--- src/rtl/pmva_pkg.sv ---
// shared types and constants of the power mode vote arbiter
// no dependencies
`default_nettype none
package pmva_pkg;
    localparam int NumModules    = 64;
    localparam int NumSleepLevels = 4;
    localparam int NumFreqLevels = 3;
    localparam int NumBusy       = 8;
    localparam int ModW  = (NumModules > 1) ? $clog2(NumModules) : 1;
    localparam int BusyW = (NumBusy > 1) ? $clog2(NumBusy) : 1;
    localparam int BcntW = $clog2(NumBusy + 1);
    // index width of the frequency vote table
    localparam int FlvW  = (NumFreqLevels > 2) ? $clog2(NumFreqLevels - 1) : 1;
    localparam logic [31:0] HalfRange = 32'h8000_0000;
    localparam int QDepth = 2;

    typedef enum logic [2:0] {
        OP_SLEEP_SET  = 3'd0,
        OP_SLEEP_CLR  = 3'd1,
        OP_FREQ_SET   = 3'd2,
        OP_FREQ_CLR   = 3'd3,
        OP_BUSY_SET   = 3'd4,
        OP_BUSY_CLR   = 3'd5,
        OP_DECIDE     = 3'd6,
        OP_WAKE       = 3'd7
    } op_t;

    typedef enum logic [2:0] {
        REG_ENABLE = 3'd0,
        REG_START_FREQ = 3'd1,
        REG_BUSY_CAP = 3'd2,
        REG_NEAR_TICKS = 3'd3,
        REG_NEAR_MODE = 3'd4,
        REG_TICKLESS = 3'd5
    } reg_idx_t;

    typedef enum logic [1:0] {
        ST_IDLE = 2'd0,
        ST_SCAN = 2'd1,
        ST_OUT  = 2'd2
    } state_t;

    // classified request handed from front to back
    typedef struct packed {
        op_t         op;
        logic        bad;
        logic [7:0]  id;
        logic [1:0]  level;
        logic [31:0] now;
        logic [31:0] busy_dl;
        logic        near;
        logic [31:0] lp_ticks;
        logic [31:0] new_tick;
    } cmd_t;

    typedef struct packed {
        logic        status;
        logic [1:0]  sleep_level;
        logic        enter_sleep;
        logic        lpt_start;
        logic [31:0] lptimer_ticks;
        logic        tick_update;
        logic [31:0] new_tick;
        logic        freq_change;
        logic [1:0]  freq_level;
        logic        freq_notify;
    } res_t;
endpackage
`default_nettype wire

--- src/rtl/power_mode_vote_arbiter_top.sv ---
// top level of the power mode vote arbiter: stream ports and register file
// depends on pmva_pkg, pmva_front, pmva_back
// a request passes the front queue, then the back end IDLE and OUT states; an enabled decide also runs SCAN
// the back end handles one request at a time and holds in OUT until the previous result is taken
// front queue holds two requests so input stays open while the back end works
// reset (aresetn low, synchronous) clears votes, busy deadlines and registers
`default_nettype none
module power_mode_vote_arbiter_top (
    input  wire logic        aclk,
    input  wire logic        aresetn,
    input  wire logic        s_tvalid,
    output logic             s_tready,
    // mode[2:0], module id[10:3], level[12:11], now_tick[44:13], busy_ticks[76:45],
    // os_deadline[108:77], lptimer_deadline[140:109], elapsed_ticks[172:141]
    input  wire logic [175:0] s_tdata,
    output logic             m_tvalid,
    input  wire logic        m_tready,
    // status[0], sleep_level[2:1], enter_sleep[3], timer start[4], lptimer_ticks[36:5],
    // tick_update[37], new_tick[69:38], freq_change[70], freq_level[72:71], freq_notify[73]
    output logic [79:0]      m_tdata,
    input  wire logic        psel,
    input  wire logic        penable,
    input  wire logic        pwrite,
    input  wire logic [4:0]  paddr,
    input  wire logic [31:0] pwdata,
    output logic [31:0]      prdata,
    output logic             pready
);
    logic        en_reg;
    logic [1:0]  sfm_reg, bcap_reg, nmode_reg, tl_reg;
    logic [31:0] nticks_reg;
    logic        wr;
    logic [2:0]  ridx;
    logic        q_valid, q_ready;
    pmva_pkg::cmd_t q_cmd;
    pmva_pkg::res_t res;
    logic        freq_load;
    logic [1:0]  freq_val;

    assign pready = 1'b1;
    assign wr     = psel && penable && pwrite;
    assign ridx   = paddr[4:2];

    // write of start frequency also loads current frequency, saturated
    assign freq_load = wr && (ridx == 3'(pmva_pkg::REG_START_FREQ)) && (paddr[1:0] == 2'd0);
    assign freq_val  = (pwdata[1:0] > 2'(pmva_pkg::NumFreqLevels - 1)) ?
                       2'(pmva_pkg::NumFreqLevels - 1) : pwdata[1:0];

    always_ff @(posedge aclk) begin
        if (!aresetn) begin
            en_reg     <= 1'b0;
            sfm_reg    <= 2'd0;
            bcap_reg   <= 2'd1;
            nticks_reg <= 32'd2;
            nmode_reg  <= 2'd1;
            tl_reg     <= 2'd2;
        end else if (wr && paddr[1:0] == 2'd0) begin
            case (pmva_pkg::reg_idx_t'(ridx))
                pmva_pkg::REG_ENABLE:     en_reg     <= pwdata[0];
                pmva_pkg::REG_START_FREQ: sfm_reg    <= pwdata[1:0];
                pmva_pkg::REG_BUSY_CAP:   bcap_reg   <= pwdata[1:0];
                pmva_pkg::REG_NEAR_TICKS: nticks_reg <= pwdata;
                pmva_pkg::REG_NEAR_MODE:  nmode_reg  <= pwdata[1:0];
                pmva_pkg::REG_TICKLESS:   tl_reg     <= pwdata[1:0];
                default: ;
            endcase
        end
    end

    always_comb begin
        case (pmva_pkg::reg_idx_t'(ridx))
            pmva_pkg::REG_ENABLE:     prdata = {31'd0, en_reg};
            pmva_pkg::REG_START_FREQ: prdata = {30'd0, sfm_reg};
            pmva_pkg::REG_BUSY_CAP:   prdata = {30'd0, bcap_reg};
            pmva_pkg::REG_NEAR_TICKS: prdata = nticks_reg;
            pmva_pkg::REG_NEAR_MODE:  prdata = {30'd0, nmode_reg};
            pmva_pkg::REG_TICKLESS:   prdata = {30'd0, tl_reg};
            default:                  prdata = 32'd0;
        endcase
    end

    pmva_front u_front (
        .aclk, .aresetn,
        .in_valid(s_tvalid), .in_ready(s_tready),
        .mode(s_tdata[2:0]), .src_id(s_tdata[10:3]), .level(s_tdata[12:11]),
        .now_tick(s_tdata[44:13]), .busy_ticks(s_tdata[76:45]),
        .os_deadline(s_tdata[108:77]), .lptimer_deadline(s_tdata[140:109]),
        .elapsed_ticks(s_tdata[172:141]), .near_ticks(nticks_reg),
        .q_valid, .q_ready, .q_cmd
    );

    pmva_back u_back (
        .aclk, .aresetn,
        .q_valid, .q_ready, .q_cmd,
        .enable(en_reg), .busy_cap(bcap_reg), .near_mode(nmode_reg), .tickless(tl_reg),
        .freq_load, .freq_load_val(freq_val),
        .out_valid(m_tvalid), .out_ready(m_tready), .out_res(res)
    );

    assign m_tdata = {6'd0, res.freq_notify, res.freq_level, res.freq_change, res.new_tick,
                      res.tick_update, res.lptimer_ticks, res.lpt_start,
                      res.enter_sleep, res.sleep_level, res.status};
endmodule
`default_nettype wire

--- src/rtl/pmva_front.sv ---
// front part: accepts requests, checks ranges, precomputes tick arithmetic
// depends on pmva_pkg
`default_nettype none
module pmva_front (
    input  wire logic             aclk,
    input  wire logic             aresetn,
    input  wire logic             in_valid,
    output logic                  in_ready,
    input  wire logic [2:0]       mode,
    input  wire logic [7:0]       src_id,
    input  wire logic [1:0]       level,
    input  wire logic [31:0]      now_tick,
    input  wire logic [31:0]      busy_ticks,
    input  wire logic [31:0]      os_deadline,
    input  wire logic [31:0]      lptimer_deadline,
    input  wire logic [31:0]      elapsed_ticks,
    input  wire logic [31:0]      near_ticks,
    output logic                  q_valid,
    input  wire logic             q_ready,
    output pmva_pkg::cmd_t        q_cmd
);
    pmva_pkg::cmd_t q_reg [pmva_pkg::QDepth];
    logic [1:0] cnt_reg, cnt_next;
    logic       wp_reg, rp_reg;
    pmva_pkg::cmd_t c;
    logic push, pop;

    always_comb begin
        c.op       = pmva_pkg::op_t'(mode);
        c.id       = src_id;
        c.level    = level;
        c.now      = now_tick;
        c.busy_dl  = now_tick + busy_ticks;
        c.near     = ((os_deadline - now_tick) <= near_ticks);
        c.lp_ticks = lptimer_deadline - now_tick;
        c.new_tick = now_tick + elapsed_ticks;
        case (pmva_pkg::op_t'(mode))
            pmva_pkg::OP_SLEEP_SET, pmva_pkg::OP_SLEEP_CLR:
                c.bad = ({24'd0, src_id} >= 32'(pmva_pkg::NumModules)) ||
                        ({30'd0, level} >= 32'(pmva_pkg::NumSleepLevels - 1));
            pmva_pkg::OP_FREQ_SET, pmva_pkg::OP_FREQ_CLR:
                c.bad = ({24'd0, src_id} >= 32'(pmva_pkg::NumModules)) ||
                        ({30'd0, level} >= 32'(pmva_pkg::NumFreqLevels - 1));
            pmva_pkg::OP_BUSY_SET:
                c.bad = ({24'd0, src_id} >= 32'(pmva_pkg::NumBusy)) ||
                        (busy_ticks == 32'd0) || (busy_ticks >= pmva_pkg::HalfRange);
            pmva_pkg::OP_BUSY_CLR:
                c.bad = ({24'd0, src_id} >= 32'(pmva_pkg::NumBusy));
            default: c.bad = 1'b0;
        endcase
    end

    assign in_ready = (cnt_reg != 2'(pmva_pkg::QDepth));
    assign q_valid  = (cnt_reg != 2'd0);
    assign q_cmd    = q_reg[rp_reg];
    assign push     = in_valid && in_ready;
    assign pop      = q_valid && q_ready;

    always_comb begin
        cnt_next = cnt_reg + 2'(push) - 2'(pop);
    end

    always_ff @(posedge aclk) begin
        if (!aresetn) begin
            cnt_reg <= 2'd0;
            wp_reg  <= 1'b0;
            rp_reg  <= 1'b0;
        end else begin
            cnt_reg <= cnt_next;
            if (push) wp_reg <= ~wp_reg;
            if (pop)  rp_reg <= ~rp_reg;
        end
    end

    always_ff @(posedge aclk) begin
        if (push) q_reg[wp_reg] <= c;
    end
endmodule
`default_nettype wire

--- src/rtl/pmva_back.sv ---
// back part: vote state, sequential busy scan, decision and wake handling
// depends on pmva_pkg
`default_nettype none
module pmva_back (
    input  wire logic             aclk,
    input  wire logic             aresetn,
    input  wire logic             q_valid,
    output logic                  q_ready,
    input  wire pmva_pkg::cmd_t   q_cmd,
    input  wire logic             enable,
    input  wire logic [1:0]       busy_cap,
    input  wire logic [1:0]       near_mode,
    input  wire logic [1:0]       tickless,
    input  wire logic             freq_load,
    input  wire logic [1:0]       freq_load_val,
    output logic                  out_valid,
    input  wire logic             out_ready,
    output pmva_pkg::res_t        out_res
);
    localparam int SL = pmva_pkg::NumSleepLevels - 1;
    localparam int FL = pmva_pkg::NumFreqLevels - 1;

    logic [pmva_pkg::NumModules-1:0] svote_reg [SL];
    logic [pmva_pkg::NumModules-1:0] fvote_reg [FL];
    logic [31:0] busy_reg [pmva_pkg::NumBusy];
    logic [1:0]  chosen_reg, cur_freq_reg;
    logic        pend_reg, armed_reg;
    pmva_pkg::state_t st_reg, st_next;
    logic [pmva_pkg::BcntW-1:0] idx_reg;
    logic        anyb_reg;
    pmva_pkg::res_t res_reg, res_next;
    logic        ovld_reg;
    logic        fire;

    logic [1:0] first_s, first_f, pick;
    logic [pmva_pkg::ModW-1:0] mid;
    logic [pmva_pkg::BusyW-1:0] bid;
    logic [pmva_pkg::FlvW-1:0] flv;

    assign mid = q_cmd.id[pmva_pkg::ModW-1:0];
    assign bid = q_cmd.id[pmva_pkg::BusyW-1:0];
    assign flv = q_cmd.level[pmva_pkg::FlvW-1:0];

    always_comb begin
        first_s = 2'(SL);
        for (int l = SL - 1; l >= 0; l--)
            if (|svote_reg[l]) first_s = 2'(l);
        first_f = 2'(FL);
        for (int l = FL - 1; l >= 0; l--)
            if (|fvote_reg[l]) first_f = 2'(l);
        pick = first_s;
        if (anyb_reg && busy_cap < pick) pick = busy_cap;
        if (q_cmd.near && near_mode < pick) pick = near_mode;
    end

    assign out_valid = ovld_reg;
    assign out_res   = res_reg;
    assign fire      = (st_reg == pmva_pkg::ST_OUT) && !ovld_reg;
    assign q_ready   = fire;

    // result of the request at the head of the queue
    always_comb begin
        res_next             = '0;
        res_next.status      = q_cmd.bad;
        res_next.sleep_level = chosen_reg;
        res_next.freq_level  = cur_freq_reg;
        case (q_cmd.op)
            pmva_pkg::OP_FREQ_SET:
                if (!q_cmd.bad && q_cmd.level < cur_freq_reg) begin
                    res_next.freq_level  = q_cmd.level;
                    res_next.freq_change = 1'b1;
                end
            pmva_pkg::OP_DECIDE:
                if (!enable) begin
                    res_next.status = 1'b1;
                end else begin
                    res_next.sleep_level = pick;
                    res_next.enter_sleep = 1'b1;
                    if (pick >= tickless) begin
                        res_next.lpt_start     = 1'b1;
                        res_next.lptimer_ticks = q_cmd.lp_ticks;
                    end
                end
            pmva_pkg::OP_WAKE: begin
                if (armed_reg) begin
                    res_next.tick_update = 1'b1;
                    res_next.new_tick    = q_cmd.new_tick;
                end
                if (pend_reg && first_f != cur_freq_reg) begin
                    res_next.freq_level  = first_f;
                    res_next.freq_change = 1'b1;
                    res_next.freq_notify = 1'b1;
                end
            end
            default: ;
        endcase
    end

    always_comb begin
        st_next = st_reg;
        case (st_reg)
            pmva_pkg::ST_IDLE:
                if (q_valid) begin
                    if (q_cmd.op == pmva_pkg::OP_DECIDE && enable)
                        st_next = pmva_pkg::ST_SCAN;
                    else
                        st_next = pmva_pkg::ST_OUT;
                end
            pmva_pkg::ST_SCAN:
                if (idx_reg == pmva_pkg::BcntW'(pmva_pkg::NumBusy - 1))
                    st_next = pmva_pkg::ST_OUT;
            pmva_pkg::ST_OUT:
                if (!ovld_reg) st_next = pmva_pkg::ST_IDLE;
            default: st_next = pmva_pkg::ST_IDLE;
        endcase
    end

    always_ff @(posedge aclk) begin
        if (!aresetn) st_reg <= pmva_pkg::ST_IDLE;
        else          st_reg <= st_next;
    end

    always_ff @(posedge aclk) begin
        if (!aresetn) begin
            for (int l = 0; l < SL; l++) svote_reg[l] <= '0;
            for (int l = 0; l < FL; l++) fvote_reg[l] <= '0;
            for (int i = 0; i < pmva_pkg::NumBusy; i++) busy_reg[i] <= 32'd0;
            chosen_reg   <= 2'(SL);
            cur_freq_reg <= 2'd0;
            pend_reg     <= 1'b0;
            armed_reg    <= 1'b0;
            ovld_reg     <= 1'b0;
            idx_reg      <= '0;
            anyb_reg     <= 1'b0;
        end else begin
            if (freq_load) cur_freq_reg <= freq_load_val;
            else if (fire) cur_freq_reg <= res_next.freq_level;
            if (ovld_reg && out_ready) ovld_reg <= 1'b0;
            if (st_reg == pmva_pkg::ST_IDLE) begin
                idx_reg  <= '0;
                anyb_reg <= 1'b0;
            end
            if (st_reg == pmva_pkg::ST_SCAN) begin
                if (busy_reg[idx_reg[pmva_pkg::BusyW-1:0]] > q_cmd.now) anyb_reg <= 1'b1;
                idx_reg <= idx_reg + 1'b1;
            end
            if (fire) begin
                ovld_reg   <= 1'b1;
                res_reg    <= res_next;
                chosen_reg <= res_next.sleep_level;
                if (res_next.lpt_start) armed_reg <= 1'b1;
                else if (q_cmd.op == pmva_pkg::OP_WAKE) armed_reg <= 1'b0;
                case (q_cmd.op)
                    pmva_pkg::OP_SLEEP_SET:
                        if (!q_cmd.bad) svote_reg[q_cmd.level][mid] <= 1'b1;
                    pmva_pkg::OP_SLEEP_CLR:
                        if (!q_cmd.bad) svote_reg[q_cmd.level][mid] <= 1'b0;
                    pmva_pkg::OP_FREQ_SET:
                        if (!q_cmd.bad) fvote_reg[flv][mid] <= 1'b1;
                    pmva_pkg::OP_FREQ_CLR:
                        if (!q_cmd.bad) begin
                            fvote_reg[flv][mid] <= 1'b0;
                            pend_reg <= 1'b1;
                        end
                    pmva_pkg::OP_BUSY_SET:
                        if (!q_cmd.bad) busy_reg[bid] <= q_cmd.busy_dl;
                    pmva_pkg::OP_BUSY_CLR:
                        if (!q_cmd.bad) busy_reg[bid] <= 32'd0;
                    pmva_pkg::OP_WAKE:
                        pend_reg <= 1'b0;
                    default: ;
                endcase
            end
        end
    end
endmodule
`default_nettype wire
--- config.mk ---
export PLATFORM = sky130hd
export DESIGN_NAME = power_mode_vote_arbiter_top
export DESIGN_NICKNAME = d
export VERILOG_FILES = /design/src/rtl/pmva_pkg.sv /design/src/rtl/power_mode_vote_arbiter_top.sv /design/src/rtl/pmva_front.sv /design/src/rtl/pmva_back.sv
export SDC_FILE = /design/constraint.sdc
export NUM_CORES = 2
export LEC_CHECK = 0
export BUFFER_PORTS_ARGS = -buffer_cell sky130_fd_sc_hd__buf_2
export CAP_MARGIN = 5
export CORE_MARGIN = 4
export CORE_UTILIZATION = 30
export CTS_BUF_LIST = sky130_fd_sc_hd__clkbuf_4 sky130_fd_sc_hd__clkbuf_8 sky130_fd_sc_hd__clkbuf_16
export CTS_CLUSTER_SIZE = 28
export DETAILED_ROUTE_END_ITERATION = 8
export GPL_TIMING_DRIVEN = 0
export PLACE_DENSITY = 0.54
export SLEW_MARGIN = 20
export SYNTH_ARGS = -nofsm -noshare
export SYNTH_HDL_FRONTEND = slang
export SYNTH_SLANG_ARGS = --single-unit
--- constraint.sdc ---
create_clock -name aclk -period 14.2 [get_ports aclk]
set_input_delay 1.42 -clock aclk [delete_from_list [all_inputs] [get_ports aclk]]
set_output_delay 1.42 -clock aclk [all_outputs]
set_load 0.05 [all_outputs]
## After elaboration in Yosys (flattened, before gate mapping)

Memories as Yosys holds them, arrays and structs flattened. A register that Yosys moved wholly into a read port is not among the register bits.
Cells that the tools add are included.

- Bits in latches: 0
- Bits in read-only memories: 0
- Memory bits (writable): 862
- Output and inout bits: 115
- Logic and storage cells: 472
- Memories kept: 4
- Register bits after elaboration: 133

Memory list:

| name | depth | bits a word | rd ports | clocked after memory_dff | wr ports | RTL line | source |
|---|---|---|---|---|---|---|---|
| u_front.q_reg | 2 | 143 | 1 | 1 | 1 | pmva_front.sv:22 | `pmva_pkg::cmd_t q_reg [pmva_pkg::QDepth];` |
| u_back.busy_reg | 8 | 32 | 1 | 1 | 8 | pmva_back.sv:25 | `logic [31:0] busy_reg [pmva_pkg::NumBusy];` |
| u_back.svote_reg | 3 | 64 | 3 | 0 | 3 | pmva_back.sv:23 | `logic [pmva_pkg::NumModules-1:0] svote_reg [SL];` |
| u_back.fvote_reg | 2 | 64 | 2 | 0 | 2 | pmva_back.sv:24 | `logic [pmva_pkg::NumModules-1:0] fvote_reg [FL];` |

- Equality and inequality tests: 26
- Reduce and logical (&&, ||, !) cells: 55
- $mul: 0
- $add $sub $neg: 7
- $lt $le $gt $ge: 14
- Bitwise operators: 131
- Div/mod/pow operators: 0
- Multiplexer cells: 208
- Shift operators: 0

Operators with widths:

| kind | number |
|---|---|
| $mux W64 | 8 |
| $reduce_or A64 Y1 | 7 |
| $pmux W32 S6 | 1 |
| $mux W1 | 167 |
| $or A1 B1 Y1 | 129 |
| $mux W33 | 2 |
| $add A32 B32 Y32 | 2 |
| $mux W32 | 2 |
| $sub A32 B32 Y32 | 2 |
| $mux W37 | 1 |
| $mux W36 | 1 |
| $ge A32 B32 Y1 const B | 1 |
| $gt A32 B32 Y1 | 1 |
| $le A32 B32 Y1 | 1 |
| $logic_not A32 Y1 | 1 |
| $reduce_or A32 Y1 | 1 |
| $mux W2 | 14 |
| $eq A3 B3 Y1 const B | 8 |
| $eq A3 B2 Y1 const B | 6 |
| $reduce_and A2 Y1 | 9 |
| $logic_and A1 B1 Y1 | 15 |
| $mux W3 | 4 |
| $mux W4 | 3 |
| $reduce_bool A2 Y1 | 6 |
| 30 further kinds | 49 |

## Depth between registers and ports, before layout

An unclocked memory read counts as a cell.

- Word-level depth: 17
- Gate-level depth with buffers: 23
- Gate-level depth less buffers: 23

## Hierarchy

From an unflattened synthesis, not the netlist that was laid out.

- Cells, all modules: 4103
- Area, all modules: 49874.1 um2

Modules (own cells, without submodules):

| module | instances | area an instance (um2) | sequential area each (um2) | cells an instance |
|---|---|---|---|---|
| pmva_back | 1 | 30276.5 | 19859.0 | 2403 |
| pmva_front | 1 | 17563.1 | 8688.3 | 1463 |
| power_mode_vote_arbiter_top | 1 | 2034.5 | 820.8 | 237 |

## Worst setup path before layout

Ideal clock, no wire load.

- Kind: input to register
- From: in s_tvalid
- To: mem u_front.q_reg[0][0] (netlist bit) (enable)
- Path slack: 6175 ps
- Arrival: 7381 ps
- Stages on the path: 2
- Library setup time: 644 ps
- Path buffers: 0
- Cell sequence: nand2_1 nor2_1

- Word-level cells in the longest chain between the ends: 3

RTL lines:

| what | RTL line | source |
|---|---|---|
| from (decl) | power_mode_vote_arbiter_top.sv:11 | `input wire logic s_tvalid,` |
| $logic_and A1 B1 Y1 | pmva_front.sv:56 | `assign push = in_valid && in_ready;` |
| $mux W1 | pmva_front.sv:76 | `if (push) q_reg[wp_reg] <= c;` |
| $mux W1 (implied by the code) | pmva_front.sv:76 |  |
| to (decl) | pmva_front.sv:22 |  |

Every way passes these cells.

==> impl_metrics.toml <==
[global_routing]
grt_overflow = 0
grt.total_usage = 0.1850
antenna_found_initial = 61
grt_pass1_vias = 34000
grt_max_degree = 45
grt_pass1_wl_um = 228800

[pwr]
p_per_area_mw_per_mm2 = 139.7
peakVddDrop_v = 0.00008923
power_leakage_nw = 19.89
finalPower_w = 0.007880

[clock_tree]
numCtsBuffers = 104
cts-resized-gates = 0
cts_root_buffer = "clkbuf_16"
clk_latency_ps = 720
hold_buffers = 0
htreeDepth = 3
postCtsSetupBuffers = 0
cts_buffer_depth = 3
cts.sinks = 995
cts_tree = "yes"
path_clk_slew_ps = 60

[die]
die-area_mm2 = 0.1666
core_area_mm2 = 0.1587
pin_count = 335
die_h_um = 408.1
die_x_um = 408.1
initial_utilization = 0.3025
rows = 146

[timing]
fin_tns_setup_ps = 0
skew_ps = 33.39
fmax_mhz = 153.0
period_needed_ps = 6537
rsz0062_at_grt = "no"
final_max_slew_viol_count = 0
post-route-period-util = 0.4604
final-hold-violation-count = 0
holdWs_ps = 469.5
finalSetupViolations = 0
slew_headroom = 0.1939
worstMarginPinSlew_ps = 1205

[detailed_routing]
vias_per_cell = 5.202
vias = 34870
m1WireLength_um = 65210
totalWireLength_um = 158600
drcViolationCount = 0
wl_met2_um = 73120
firstDrtPassIters = 6
drtIter0Drc = 3654
topRoutingLayerUsed = "met5"
met3_wirelength_um = 15710
drtAntennaViolNets = 0
wire_per_inst_um = 23.66

[finish]
area_growth_syn_to_layout_pct = 17.45
drive_gt1_frac = 0.1543
largest_reg_flops = 282
final_util = 0.3553
layout.nets = 4945
layout.cells.non_filler = 6703

[run]
maxCapViolCount = 0

[synth]
synthCells = 4067
synth_warnings = 0
ys.flop_type = "edfxtp_1"
syn_area_mm2 = 0.04803
synth_area_leaders = "edfxtp_1 (58%), nor2_1 (6.0%), ha_1 (5.1%)"
synth.most_common_cell = "edfxtp_1"
synthTopCellsByCount = "edfxtp_1 (932), nor2_1 (774), o21ai_0 (393), nand2_1 (280), ha_1 (196)"
ys_seq_elements = 995
synth_edf_count = 932
yosysSeqAreaShare = 0.6090
yosysTopAreaCellShare = 0.5827
yosysUniqueCellTypes = 80
ys_async_sr_fraction = 0
synth.avg_cell_area_um2 = 11.81
yosys.area.top_type = "edfxtp_1"

[setup_path]
cpPeakStageDelay_ps = 830
crit_fanout = 10
required_ps = 14770
crit_path_end_kind = "flip-flop"
crit_type = "reg -> reg"
crit_path_start_kind = "flip-flop"
slowest_stage = "clkbuf_1"
arrival_ps = 7100
path_cells = "buf_2, buf_2, buf_1, clkbuf_1, buf_2, mux2i_1, ha_1, a21o_1, a21o_1, a21oi_1, nor2b_1, o21ai_0, nand2b_1, a21oi_1, o221ai_1, a31oi_1, a21oi_1"

[hold_path]
hold_path_class = "reg -> reg"

[place]
dp_hpwl_um = 117700
portBuffers = 323
dp.cells = 6491
place_congestion = 0.8808

[run_status]
outcome = "complete, no violations"
[worst paths after layout]
path                                            from                   end  slack, ps  cells past startpoint
worst min register to register  u_back.chosen_reg[0]  u_back.chosen_reg[0]        470                      2
worst min-delay path            u_back.chosen_reg[0]  u_back.chosen_reg[0]        470                      2
worst max register to register             flip-flop       u_back.anyb_reg       7660                     17
worst max-delay path                       flip-flop       u_back.anyb_reg       7660                     17
[logic make-up after synthesis]
group,Yosys count,synth area share
fa+ha+maj,200,0.05273
other cells,2,0.0001564
mux,245,0.06959
compound gates,765,0.09264
flops,995,0.6090
buf+inv,317,0.02537
xor+xnor,112,0.02043
simple gates,1431,0.1301
[metrics by stage]
step | area (um^2) | worst slack (ps)
4_1_cts | 56340 | 7407
3_5_place_dp | 52870 | 7451
6_report | 56410 | 7663
5_1_grt | 56360 | 7439
3_3_place_gp | 52250 | 1115
2_1_floorplan | 48040 | 6175
[cell type report]
cell class | instances | area, um^2
fillers | 15650 | 102300
inverters | 124 | 465.4
multi-input cells | 2760 | 17660
well taps | 2072 | 2592
clock inverters | 50 | 533.0
repair buffers | 347 | 2151
flip-flops and latches | 995 | 29250
clock buffers | 139 | 2943
diodes | 23 | 57.56
plain buffers | 193 | 759.5
[routing by layer]
metal,vias to the layer above,global-route usage
met2,1461,0.3002
met5,-,0
li1,15940,-
met1,17140,0.2440
met3,291,0.05372
met4,38,0.04478
[cell usage in the layout, fill, tap and decap left out, drive strengths merged, types with 50 or more instances in the layout]
cell | Yosys | final
nor2 | 774 | 774
nand2 | 280 | 280
clkbuf | 166 | 307
nand3 | 67 | 67
dfxtp | 63 | 63
a21o | 50 | 50
o21ai | 394 | 394
mux2 | 71 | 71
edfxtp | 932 | 932
a21oi | 163 | 163
ha | 196 | 196
nor4 | 98 | 98
mux4 | 64 | 64
mux2i | 110 | 110
buf | 27 | 372
inv | 123 | 128
xnor2 | 84 | 84
[worst max-delay path: cells and delay by family (launching register included)]
kind                     cells  cell delay (ps)
AO/OA/AOI/OAI                8             2020
adder cells (fa/ha/maj)      1              280
buffers and inverters        5             3100
flip-flops                   1              540
multiplexers                 1              270
AND/OR/NAND/NOR              2              140
[report_power, final]
| part | leakage [nW] | total [W] | switching (W) | internal (W) |
|---|---|---|---|---|
| registers | 9.78 | 0.00357 | 0.0000764 | 0.00349 |
| logic | 8.38 | 0.00150 | 0.00105 | 0.000453 |
| clock network | 1.73 | 0.00281 | 0.00119 | 0.00162 |
| total | 19.9 | 0.00788 | 0.00231 | 0.00557 |
(Power assumes the default switching activity.)
